**src/rtl/core/vfd_pkg.sv**
```systemverilog
// Shared types and constants of the voice frame deframer.
// Used by the front classifier, the op queue, the back end and the top level.
// No dependencies.
package vfd_pkg;

  localparam int POS_W  = 6;
  localparam int BYTE_W = 8;
  localparam int CH_W   = 4;
  localparam int SLOT_W = 7;
  localparam int KIND_W = 2;
  localparam int IDX_W  = 2;

  // Configuration register indexes.
  localparam logic [IDX_W-1:0] REG_HEADER_FIRST     = 2'd0;
  localparam logic [IDX_W-1:0] REG_HEADER_SECOND    = 2'd1;
  localparam logic [IDX_W-1:0] REG_FRAMES_PER_BLOCK = 2'd2;

  localparam logic [BYTE_W-1:0] HEADER_FIRST_RESET     = 8'h9A;
  localparam logic [BYTE_W-1:0] HEADER_SECOND_RESET    = 8'h7E;
  localparam logic [BYTE_W-1:0] FRAMES_PER_BLOCK_RESET = 8'd16;
  localparam logic [BYTE_W-1:0] BLOCK_MAX              = 8'd128;

  // Result kinds.
  localparam logic [KIND_W-1:0] KIND_SAMPLE = 2'd0;
  localparam logic [KIND_W-1:0] KIND_STATUS = 2'd1;
  localparam logic [KIND_W-1:0] KIND_LOST   = 2'd2;

  // Operations handed from the front to the back.
  typedef enum logic [2:0] {
    OP_LOCK = 3'd0,
    OP_HEAD = 3'd1,
    OP_ID   = 3'd2,
    OP_UP   = 3'd3,
    OP_DOWN = 3'd4,
    OP_PAD  = 3'd5,
    OP_SUM  = 3'd6,
    OP_LOST = 3'd7
  } op_t;

  typedef struct packed {
    op_t               op;
    logic [CH_W-1:0]   ch;
    logic [BYTE_W-1:0] data;
  } op_entry_t;

  typedef struct packed {
    logic [BYTE_W-1:0] header_first;
    logic [BYTE_W-1:0] header_second;
    logic [BYTE_W-1:0] frames_per_block;
  } cfg_t;

endpackage

```
**src/rtl/core/voice_frame_deframer.sv**
```systemverilog
// Voice frame deframer: hunts for a two-byte header, then splits each frame of
// 3*CHANNELS+4 bytes into per-channel sample words, a frame end status word
// (checksum verdict, block completion) and, on a broken header, a sync lost word.
// It takes one byte per clock while full is low; a result passes through the op
// queue and the result register before it reaches the ports. The rate is set by the
// classifier in the front and the op handling in the back, which are joined by a
// QUEUE_DEPTH-entry op queue, so that output stalls reach full only once it fills.
// Configuration must be written while no words are in flight. Depends on vfd_pkg.
module voice_frame_deframer #(
  parameter int CHANNELS    = 12,
  parameter int QUEUE_DEPTH = 4
) (
  input  logic                        clk,
  input  logic                        rst,
  input  logic                        cfg_write,
  input  logic [vfd_pkg::IDX_W-1:0]   cfg_index,
  input  logic [vfd_pkg::BYTE_W-1:0]  cfg_data,
  input  logic                        push,
  output logic                        full,
  input  logic [vfd_pkg::BYTE_W-1:0]  rx_byte,
  output logic                        empty,
  input  logic                        pop,
  output logic [vfd_pkg::KIND_W-1:0]  kind,
  output logic [vfd_pkg::CH_W-1:0]    channel,
  output logic [vfd_pkg::BYTE_W-1:0]  channel_id,
  output logic [vfd_pkg::BYTE_W-1:0]  up_sample,
  output logic [vfd_pkg::BYTE_W-1:0]  down_sample,
  output logic [vfd_pkg::SLOT_W-1:0]  frame_slot,
  output logic                        checksum_ok,
  output logic                        block_done
);

  vfd_pkg::cfg_t      cfg;
  logic               accept, fr_valid, q_valid, q_take, res_valid;
  vfd_pkg::op_entry_t fr_entry, q_entry;

  always_ff @(posedge clk) begin
    if (rst) begin
      cfg.header_first     <= vfd_pkg::HEADER_FIRST_RESET;
      cfg.header_second    <= vfd_pkg::HEADER_SECOND_RESET;
      cfg.frames_per_block <= vfd_pkg::FRAMES_PER_BLOCK_RESET;
    end else if (cfg_write) begin
      case (cfg_index)
        vfd_pkg::REG_HEADER_FIRST:     cfg.header_first     <= cfg_data;
        vfd_pkg::REG_HEADER_SECOND:    cfg.header_second    <= cfg_data;
        vfd_pkg::REG_FRAMES_PER_BLOCK: cfg.frames_per_block <= cfg_data;
        default: ;
      endcase
    end
  end

  assign accept = push && !full;
  assign empty  = !res_valid;

  vfd_front #(
    .CHANNELS (CHANNELS)
  ) u_front (
    .clk      (clk),
    .rst      (rst),
    .cfg      (cfg),
    .accept   (accept),
    .rx_byte  (rx_byte),
    .op_valid (fr_valid),
    .op_entry (fr_entry)
  );

  vfd_op_queue #(
    .DEPTH (QUEUE_DEPTH)
  ) u_queue (
    .clk      (clk),
    .rst      (rst),
    .wr_en    (fr_valid),
    .wr_data  (fr_entry),
    .full     (full),
    .rd_valid (q_valid),
    .rd_en    (q_take),
    .rd_data  (q_entry)
  );

  vfd_back u_back (
    .clk         (clk),
    .rst         (rst),
    .cfg         (cfg),
    .op_valid    (q_valid),
    .op_entry    (q_entry),
    .op_take     (q_take),
    .pop         (pop),
    .res_valid   (res_valid),
    .kind        (kind),
    .channel     (channel),
    .channel_id  (channel_id),
    .up_sample   (up_sample),
    .down_sample (down_sample),
    .frame_slot  (frame_slot),
    .checksum_ok (checksum_ok),
    .block_done  (block_done)
  );

endmodule

```
**src/rtl/core/vfd_front.sv**
```systemverilog
// Front end of the deframer: accepts bytes, tracks sync and frame position,
// and turns the locking byte and each byte in sync into an operation word for the back end.
// Depends on vfd_pkg.
module vfd_front #(
  parameter int CHANNELS = 12
) (
  input  logic                      clk,
  input  logic                      rst,
  input  vfd_pkg::cfg_t             cfg,
  input  logic                      accept,
  input  logic [vfd_pkg::BYTE_W-1:0] rx_byte,
  output logic                      op_valid,
  output vfd_pkg::op_entry_t        op_entry
);

  localparam int PAD_POS = 3 * CHANNELS + 2;

  logic                       in_sync, in_sync_next;
  logic                       saw_first, saw_first_next;
  logic [vfd_pkg::POS_W-1:0]  pos, pos_next;
  logic [1:0]                 phase, phase_next;
  logic [vfd_pkg::CH_W-1:0]   ch, ch_next;
  logic                       is_first, is_second;

  assign is_first  = (rx_byte == cfg.header_first);
  assign is_second = (rx_byte == cfg.header_second);

  always_comb begin
    in_sync_next   = in_sync;
    saw_first_next = saw_first;
    pos_next       = pos;
    phase_next     = phase;
    ch_next        = ch;
    op_valid       = 1'b0;
    op_entry.op    = vfd_pkg::OP_HEAD;
    op_entry.ch    = ch;
    op_entry.data  = rx_byte;
    if (accept) begin
      if (!in_sync) begin
        if (saw_first && is_second) begin
          op_valid       = 1'b1;
          op_entry.op    = vfd_pkg::OP_LOCK;
          in_sync_next   = 1'b1;
          saw_first_next = 1'b0;
          pos_next       = vfd_pkg::POS_W'(2);
          phase_next     = 2'd0;
          ch_next        = '0;
        end else begin
          saw_first_next = is_first;
        end
      end else begin
        op_valid = 1'b1;
        if ((pos == '0 && !is_first) || (pos == vfd_pkg::POS_W'(1) && !is_second)) begin
          op_entry.op    = vfd_pkg::OP_LOST;
          in_sync_next   = 1'b0;
          saw_first_next = is_first;
          pos_next       = '0;
        end else if (pos < vfd_pkg::POS_W'(2)) begin
          op_entry.op = vfd_pkg::OP_HEAD;
          pos_next    = pos + vfd_pkg::POS_W'(1);
          phase_next  = 2'd0;
          ch_next     = '0;
        end else if (pos < vfd_pkg::POS_W'(PAD_POS)) begin
          pos_next = pos + vfd_pkg::POS_W'(1);
          case (phase)
            2'd0: begin
              op_entry.op = vfd_pkg::OP_ID;
              phase_next  = 2'd1;
            end
            2'd1: begin
              op_entry.op = vfd_pkg::OP_UP;
              phase_next  = 2'd2;
            end
            default: begin
              op_entry.op = vfd_pkg::OP_DOWN;
              phase_next  = 2'd0;
              ch_next     = ch + vfd_pkg::CH_W'(1);
            end
          endcase
        end else if (pos == vfd_pkg::POS_W'(PAD_POS)) begin
          op_entry.op = vfd_pkg::OP_PAD;
          pos_next    = pos + vfd_pkg::POS_W'(1);
        end else begin
          // Anything at or beyond the checksum position closes the frame.
          op_entry.op = vfd_pkg::OP_SUM;
          pos_next    = '0;
        end
      end
    end
  end

  always_ff @(posedge clk) begin
    if (rst) begin
      in_sync   <= 1'b0;
      saw_first <= 1'b0;
      pos       <= '0;
      phase     <= 2'd0;
      ch        <= '0;
    end else begin
      in_sync   <= in_sync_next;
      saw_first <= saw_first_next;
      pos       <= pos_next;
      phase     <= phase_next;
      ch        <= ch_next;
    end
  end

  // While hunting the position is parked at zero and a lock clears the half match.
  a_hunt_pos: assert property (@(posedge clk) disable iff (rst) !in_sync |-> pos == '0)
    else $error("position moved while hunting");
  a_sync_clear: assert property (@(posedge clk) disable iff (rst) in_sync |-> !saw_first)
    else $error("half header match left set while in sync");

endmodule

```
**src/rtl/core/vfd_op_queue.sv**
```systemverilog
// Short queue of operation words between the front and the back end.
// Depends on vfd_pkg.
module vfd_op_queue #(
  parameter int DEPTH = 4
) (
  input  logic               clk,
  input  logic               rst,
  input  logic               wr_en,
  input  vfd_pkg::op_entry_t wr_data,
  output logic               full,
  output logic               rd_valid,
  input  logic               rd_en,
  output vfd_pkg::op_entry_t rd_data
);

  localparam int AW = (DEPTH > 1) ? $clog2(DEPTH) : 1;
  localparam int CW = $clog2(DEPTH + 1);

  vfd_pkg::op_entry_t store [DEPTH];
  logic [AW-1:0]      wr_ptr, rd_ptr;
  logic [CW-1:0]      cnt;
  logic               do_wr, do_rd;

  assign full     = (cnt == CW'(DEPTH));
  assign rd_valid = (cnt != '0);
  assign do_wr    = wr_en && !full;
  assign do_rd    = rd_en && rd_valid;
  assign rd_data  = store[rd_ptr];

  always_ff @(posedge clk) begin
    if (do_wr) begin
      store[wr_ptr] <= wr_data;
    end
  end

  always_ff @(posedge clk) begin
    if (rst) begin
      wr_ptr <= '0;
      rd_ptr <= '0;
      cnt    <= '0;
    end else begin
      if (do_wr) begin
        wr_ptr <= (wr_ptr == AW'(DEPTH - 1)) ? '0 : wr_ptr + AW'(1);
      end
      if (do_rd) begin
        rd_ptr <= (rd_ptr == AW'(DEPTH - 1)) ? '0 : rd_ptr + AW'(1);
      end
      if (do_wr && !do_rd) begin
        cnt <= cnt + CW'(1);
      end else if (do_rd && !do_wr) begin
        cnt <= cnt - CW'(1);
      end
    end
  end

  a_cnt_bound: assert property (@(posedge clk) disable iff (rst) cnt <= CW'(DEPTH))
    else $error("op queue fill count beyond depth");

endmodule

```
**src/rtl/core/vfd_back.sv**
```systemverilog
// Back end of the deframer: carries out operation words, keeps the checksum,
// held triplet bytes and block count, and holds the result register.
// Depends on vfd_pkg.
module vfd_back (
  input  logic                        clk,
  input  logic                        rst,
  input  vfd_pkg::cfg_t               cfg,
  input  logic                        op_valid,
  input  vfd_pkg::op_entry_t          op_entry,
  output logic                        op_take,
  input  logic                        pop,
  output logic                        res_valid,
  output logic [vfd_pkg::KIND_W-1:0]  kind,
  output logic [vfd_pkg::CH_W-1:0]    channel,
  output logic [vfd_pkg::BYTE_W-1:0]  channel_id,
  output logic [vfd_pkg::BYTE_W-1:0]  up_sample,
  output logic [vfd_pkg::BYTE_W-1:0]  down_sample,
  output logic [vfd_pkg::SLOT_W-1:0]  frame_slot,
  output logic                        checksum_ok,
  output logic                        block_done
);

  logic [vfd_pkg::BYTE_W-1:0] sum, held_id, held_up;
  logic [vfd_pkg::SLOT_W-1:0] count;
  logic                       has_result, out_free, load;
  logic [vfd_pkg::BYTE_W-1:0] limit, next_count;
  logic                       done;

  assign has_result = (op_entry.op == vfd_pkg::OP_DOWN) || (op_entry.op == vfd_pkg::OP_SUM)
                   || (op_entry.op == vfd_pkg::OP_LOST);
  assign out_free   = !res_valid || pop;
  assign op_take    = op_valid && (out_free || !has_result);
  assign load       = op_take && has_result;

  // Block length is clamped to one through one hundred and twenty-eight frames.
  always_comb begin
    if (cfg.frames_per_block == '0) begin
      limit = vfd_pkg::BYTE_W'(1);
    end else if (cfg.frames_per_block > vfd_pkg::BLOCK_MAX) begin
      limit = vfd_pkg::BLOCK_MAX;
    end else begin
      limit = cfg.frames_per_block;
    end
    next_count = {1'b0, count} + vfd_pkg::BYTE_W'(1);
    done       = (next_count >= limit);
  end

  always_ff @(posedge clk) begin
    if (rst) begin
      sum     <= '0;
      held_id <= '0;
      held_up <= '0;
      count   <= '0;
    end else if (op_take) begin
      case (op_entry.op)
        vfd_pkg::OP_LOCK: sum <= cfg.header_first + op_entry.data;
        vfd_pkg::OP_ID: begin
          sum     <= sum + op_entry.data;
          held_id <= op_entry.data;
        end
        vfd_pkg::OP_UP: begin
          sum     <= sum + op_entry.data;
          held_up <= op_entry.data;
        end
        vfd_pkg::OP_SUM: begin
          sum   <= '0;
          count <= done ? '0 : next_count[vfd_pkg::SLOT_W-1:0];
        end
        vfd_pkg::OP_LOST: begin
          sum   <= '0;
          count <= '0;
        end
        default: sum <= sum + op_entry.data;
      endcase
    end
  end

  always_ff @(posedge clk) begin
    if (rst) begin
      res_valid <= 1'b0;
    end else if (load) begin
      res_valid <= 1'b1;
    end else if (pop) begin
      res_valid <= 1'b0;
    end
  end

  always_ff @(posedge clk) begin
    if (load) begin
      channel     <= '0;
      channel_id  <= '0;
      up_sample   <= '0;
      down_sample <= '0;
      frame_slot  <= count;
      checksum_ok <= 1'b0;
      block_done  <= 1'b0;
      case (op_entry.op)
        vfd_pkg::OP_DOWN: begin
          kind        <= vfd_pkg::KIND_SAMPLE;
          channel     <= op_entry.ch;
          channel_id  <= held_id;
          up_sample   <= held_up;
          down_sample <= op_entry.data;
        end
        vfd_pkg::OP_SUM: begin
          kind        <= vfd_pkg::KIND_STATUS;
          checksum_ok <= (sum == op_entry.data);
          block_done  <= done;
        end
        default: begin
          kind       <= vfd_pkg::KIND_LOST;
          frame_slot <= '0;
        end
      endcase
    end
  end

  // A waiting word must survive a cycle in which it is not taken.
  a_res_hold: assert property (@(posedge clk) disable iff (rst)
      res_valid && !pop |=> res_valid && $stable(kind) && $stable(frame_slot))
    else $error("result word changed before it was taken");
  a_lost_fields: assert property (@(posedge clk) disable iff (rst)
      res_valid && kind == vfd_pkg::KIND_LOST |-> frame_slot == '0 && channel == '0)
    else $error("sync lost word carries frame fields");

endmodule
```
**config.mk**
```make
export PLATFORM = sky130hd
export DESIGN_NAME = voice_frame_deframer
export DESIGN_NICKNAME = d
export VERILOG_FILES = /design/src/rtl/core/vfd_pkg.sv /design/src/rtl/core/voice_frame_deframer.sv /design/src/rtl/core/vfd_front.sv /design/src/rtl/core/vfd_op_queue.sv /design/src/rtl/core/vfd_back.sv
export SDC_FILE = /design/constraint.sdc
export NUM_CORES = 1
export LEC_CHECK = 0
export BUFFER_PORTS_ARGS = -buffer_cell sky130_fd_sc_hd__clkbuf_2
export CORE_MARGIN = 1.5
export CORE_UTILIZATION = 60
export CTS_CLUSTER_DIAMETER = 30
export DETAILED_ROUTE_END_ITERATION = 10
export GPL_TIMING_DRIVEN = 0
export PLACE_DENSITY_LB_ADDON = 0.05
export RECOVER_POWER = 25
export SLEW_MARGIN = 20
export SYNTH_ARGS = -nofsm -noshare
export SYNTH_HDL_FRONTEND = slang
export SYNTH_SLANG_ARGS = --single-unit
```
**constraint.sdc**
```tcl
create_clock -name clk -period 11.5 [get_ports clk]
set_input_delay 1.15 -clock clk [delete_from_list [all_inputs] [get_ports clk]]
set_output_delay 1.15 -clock clk [all_outputs]
set_load 0.05 [all_outputs]
```
Word level (Yosys, flattened, before mapping)
Memory sizes are Yosys's and may differ from the RTL's. A register that Yosys moved wholly into a read port is not among the register bits.
Index checks and enable logic that the tools add are counted.
W data, S select, Z words.

cells by class
  reductions and logical operators = 45
  mux-type cells = 50
  $lt $le $gt $ge = 4
  equality and inequality tests = 20
  $add $sub $neg = 9

operators by type and width
  cell                   number
  $mux W6                6
  $eq A8 B8 Y1           3
  $mux W4                6
  $mux W3                7
  $mux W2                10
  $add A8 B8 Y8          2
  $mux W8                2
  $pmux W8 S2            1
  $reduce_and A2 Y1      8
  $pmux W7 S2            1
  $mux W1                13
  $eq A3 B3 Y1 const B   4
  $logic_and A1 B1 Y1    10
  $add A7 B1 Y8 const B  1
  $ge A8 B8 Y1           1
  $gt A8 B8 Y1 const B   1
  $logic_not A8 Y1       1
  $pmux W2 S2            2
  $reduce_bool A2 Y1     4
  $logic_not A1 Y1       7
  $mux W7                1
  $add A6 B1 Y6 const B  1
  $eq A2 B2 Y1 const B   3
  $eq A3 B2 Y1 const B   2
  20 further kinds       31

storage, ports and cells
  RAM bits = 60
  memories kept = 1
  logic and storage cells = 153
  register bits after elaboration = 116

memories
  memory         depth  bits a word  read ports  clocked after Yosys merged registers in  write ports  line                text
  u_queue.store  4      15           1           1                                        1            vfd_op_queue.sv:19  vfd_pkg::op_entry_t store [DEPTH];

Depth between registers and ports, before layout
  depth in word-level cells = 10
  gate-level depth with buffers = 14
  depth with buffers taken out = 13

Hierarchy
From an unflattened synthesis, not the netlist that was laid out.

second synthesis, totals
  cells, all modules = 701
  area total of the unflattened synthesis = 8,359.3 µm²

modules (own cells, without submodules)
  module                area an instance (µm²)  times used  cells each
  vfd_back              3,429.5                 1           323
  vfd_op_queue          2,665.1                 1           128
  vfd_front             1,266.2                 1           151
  voice_frame_deframer  998.5                   1           99

Least setup slack after synthesis
Ideal clock, no wire load.

  kind = reg2reg
  start point = reg (tool-made name)
  end point = reg u_back.block_done, enable pin
  path slack = 7.708 ns
  period minus slack after synthesis = 3.792 ns
  arrival = 3.356 ns
  stages on the path, launching flop included = 7
  data required time = 11.063 ns
  path buffers = 2
  cells stage by stage = dfxtp_1 > buf_2 > mux4_2 > nand2b_1 > a31o_2 > clkbuf_1 > nor2_1

RTL lines
  what                    line             text
  end signal: assignment  vfd_back.sv:108  block_done <= done;
  end: declaration        vfd_back.sv:20   output logic block_done

Final worst setup path
  start point = in rx_byte[1] (netlist name)
  end point = reg u_queue.cnt[2]

between the ends
  longest elaborated chain between the ends = 9

RTL lines
  what                          line                        text
  start: declaration            voice_frame_deframer.sv:20  input logic [vfd_pkg::BYTE_W-1:0] rx_byte,
  $eq A8 B8 Y1 (*)              vfd_front.sv:26             assign is_second = (rx_byte == cfg.header_second);
  $logic_and A1 B1 Y1 (*)       vfd_front.sv:40             if (saw_first && is_second) begin
  $mux W1 (*)                   vfd_front.sv:40
  $mux W1 (*)                   vfd_front.sv:39             if (!in_sync) begin
  $mux W1 (*)                   vfd_front.sv:38             if (accept) begin
  $logic_and A1 B1 Y1 (*)       vfd_op_queue.sv:26          assign do_wr = wr_en && !full;
  net u_queue.do_wr             vfd_op_queue.sv:22          logic do_wr, do_rd;
  $logic_not A1 Y1              vfd_op_queue.sv:50          end else if (do_rd && !do_wr) begin
  $logic_and A1 B1 Y1           vfd_op_queue.sv:50
  $reduce_bool A2 Y1 (no line)  n/a
  end signal: assignment        vfd_op_queue.sv:49          cnt <= cnt + CW'(1);
  end signal: assignment        vfd_op_queue.sv:51          cnt <= cnt - CW'(1);
  end: declaration              vfd_op_queue.sv:21          logic [CW-1:0] cnt;

The timed path passes the listed nets; every way through them passes the cells marked *.
A chain may end at the register's enable or synchronous reset.

==> results.py <==
metrics = {
    "status": {
        "status": "finished, final reports clean",
    },
    "global_route": {
        "grt_overflow": 0,
        "grt_max_degree": 33,
        "first_global_vias": 5141,
        "grt_pass1_wl_mm": 25.8,
        "antenna_found_initial": 0,
        "grt_usage": 0.239,
    },
    "synth": {
        "synthFlopType": "edfxtp_1",
        "yosysTopAreaCell": "edfxtp_1",
        "yosys_warnings": 0,
        "synth.top_cells.by_area": "edfxtp_1, dfxtp_1, mux2i_1",
        "synth_area_mm2": 0.00794,
        "ys_ff_latch": 178,
        "synth_common_cells": "edfxtp_1, dfxtp_1, nor2_1",
        "syn_avg_cell_area_um2": 12.1,
        "synthDistinctLibCells": 69,
        "synth_edf_count": 99,
        "synth_top_area_share": 0.375,
        "synth.yosys.seq_area_share": 0.574,
        "yosysMostFrequentCell": "edfxtp_1",
        "synth_nets": 707,
        "syn_inst": 656,
        "async_flop_share": 0,
    },
    "critical_path": {
        "crit_type": "in -> reg",
        "crit_fanout": 10,
        "end_kind": "flip-flop",
        "cp.required_ns": 11.85,
        "cp-start-kind": "input pin",
        "crit_arrival_ns": 4.91,
    },
    "clock_tree": {
        "cts_hold_buf": 0,
        "clk_pin_slew_ns": 0.06,
        "cts-buffers-inserted": 17,
        "clk_path_buf_depth": 2,
        "cts_setup_buffers": 0,
        "root_buffer": "clkbuf_16",
        "cts-resized-gates": 0,
        "h-tree-depth": 4,
        "cts_tree": "built",
        "clk_latency_ns": 0.43,
        "cts.sinks": 178,
    },
    "final_layout": {
        "drive_gt1_frac": 0.182,
        "diodes": 0,
        "area_growth_pct": 14.0,
        "stdcell_count": 923,
        "nFillCells": 962,
        "fin_nets": 789,
        "final_cell_area_mm2": 0.00904,
        "multi_input_area_mm2": 0.00319,
        "seq_area_mm2": 0.00455,
        "finalCoreUtilization": 0.708,
    },
    "pwr": {
        "powerDensity_mw_per_mm2": 200,
        "seq_power_share": 0.423,
        "intPower_w": 0.00123,
        "total_power_w": 0.00181,
        "leakagePower_nw": 3.31,
        "ir_worst_vdd_v": 0.000135,
        "swShare": 0.322,
        "p_comb_frac": 0.269,
        "pwr-share-clk": 0.309,
        "p_sw_w": 0.000582,
    },
    "timing": {
        "min_period_ns": 4.56,
        "fin_crit_sh": 0.396,
        "worst_pin_slew_ns": 0.869,
        "slew_viol_final": 0,
        "skew_ns": 0.00724,
        "timing.fmax_ghz": 0.220,
        "rsz0062_at_grt": "false",
        "fin_tns_setup_ns": 0,
        "hold_viol_final": 0,
        "setup_violations": 0,
        "slew_headroom": 0.416,
    },
    "placement": {
        "hpwl_mm": 11.3,
        "dp_cells": 891,
        "place_congestion": 0.864,
        "place_area_mm2": 0.00849,
        "portBuffers": 62,
    },
    "die": {
        "coreArea_mm2": 0.0128,
        "die_y_um": 118,
        "dieArea_mm2": 0.0139,
        "io_pins": 64,
        "start_util": 0.621,
        "placementRows": 41,
        "die_x_um": 118,
    },
    "drt": {
        "via_count": 5191,
        "route.detailed.drc": 0,
        "drtIter0Drc": 332,
        "dr.pass1.iters": 5,
        "via_per_inst": 5.62,
        "totalWireLength_mm": 16.0,
        "wl_per_cell_um": 17.3,
        "final_antenna_net_count": 0,
    },
    "run": {
        "cap_violations": 0,
    },
    "hold_path": {
        "hold_path.class": "reg -> reg",
    },
}
## sequential cells by signal, summed over array words and instances (netlist names), 2 cells and up, named ones only
signal              cells
u_queue.store          60
cfg                    24
u_back.channel_id       8
u_back.down_sample      8
u_back.held_id          8
u_back.held_up          8
u_back.sum              8
u_back.up_sample        8
u_back.count            7
u_back.frame_slot       7
u_front.pos             6
u_back.channel          4
u_front.ch              4
u_queue.cnt             3
u_back.kind             2
u_front.phase           2
u_queue.rd_ptr          2
u_queue.wr_ptr          2
## path summary, 6_finish.rpt
path	startpoint	endpoint	slack, ns	depth (start not counted)
worst max register to register	flip-flop	u_back.sum[6]$_SDFFE_PP0P_	7.58	14
worst min register to register	cfg[9]$_SDFFE_PP1P_	cfg[9]$_SDFFE_PP1P_	0.49	2
worst min-delay path	cfg[9]$_SDFFE_PP1P_	cfg[9]$_SDFFE_PP1P_	0.49	2
worst max-delay path	rx_byte[1]	u_queue.cnt[2]$_SDFFE_PP0P_	6.94	12
## stage by stage
step	setup slack, ns	hold slack [ns]
after CTS	7.11	0.490
after global placement	6.84	0.462
after detailed placement	6.69	0.475
final	6.94	0.488
after floorplan	7.71	0.445
after global routing	6.77	0.510
## per-layer routing
metal | GRT usage | wire [um] | share of wire | vias up
li1 | - | - | - | 2527
met1 | 0.305 | 7300 | 0.46 | 2539
met2 | 0.399 | 7820 | 0.49 | 103
met3 | 0.0514 | 536 | 0.033 | 22
met4 | 0.0930 | 359 | 0.022 | 0
met5 | 0 | 0 | 0 | -
## cells by family after synthesis
group / after synthesis / synth area share
xor gates and xnor gates: 33 / 0.0364
AOI/OAI and AO/OA: 80 / 0.0664
muxes: 59 / 0.0992
and+or+nand+nor: 236 / 0.154
adders and majority gates: 28 / 0.0460
buffers and inverters: 42 / 0.0246
DFF: 178 / 0.574
## layout make-up
class | count | share of cell area
tap | 172 | 0.0238
clock buffer | 19 | 0.0501
sequential | 178 | 0.504
timing repair buffer | 63 | 0.0351
buffer | 26 | 0.0140
multi-input combinational | 436 | 0.353
clock inverter | 13 | 0.0137
inverter | 16 | 0.00664
## power by group through the flow
stage	sequential, W	combinational, W	clock (W)
floorplan	0.000818	0.000314	0
global placement	0.000783	0.000451	0
detailed placement	0.000777	0.000488	0
CTS	0.000764	0.000490	0.000565
global route	0.000768	0.000530	0.000590
finish	0.000764	0.000486	0.000558
## worst max-delay path: stages
cell	delay (ns)
clkbuf_1	0.31
xor2_1	0.12
nor4_1	0.58
nand3_1	0.23
a21oi_1	0.74
clkbuf_1	0.44
ha_1	0.27
inv_1	0.06
fa_1	0.37
xor2_1	0.16
or3_1	0.30
a21oi_1	0.15
## placed cells by master (no fill, tap or decap), drive strengths merged, types with 3 or more instances in the layout
cell type  count
nor2b          5
xor2          27
a21oi         28
ha            26
or3            4
nand3         20
clkbuf       101
or4            3
edfxtp        99
nor3b          5
or2            4
nand2b         7
xnor2          6
a21o           6
a211oi         3
and2          42
mux2i         37
buf            7
o21ai         17
a22o           4
nor2          64
mux4          15
nor3          13
nor4           8
mux2           7
nand2         49
clkinv         6
inv           20
dfxtp         79
Note: power is estimated with default switching activity, not from simulation.
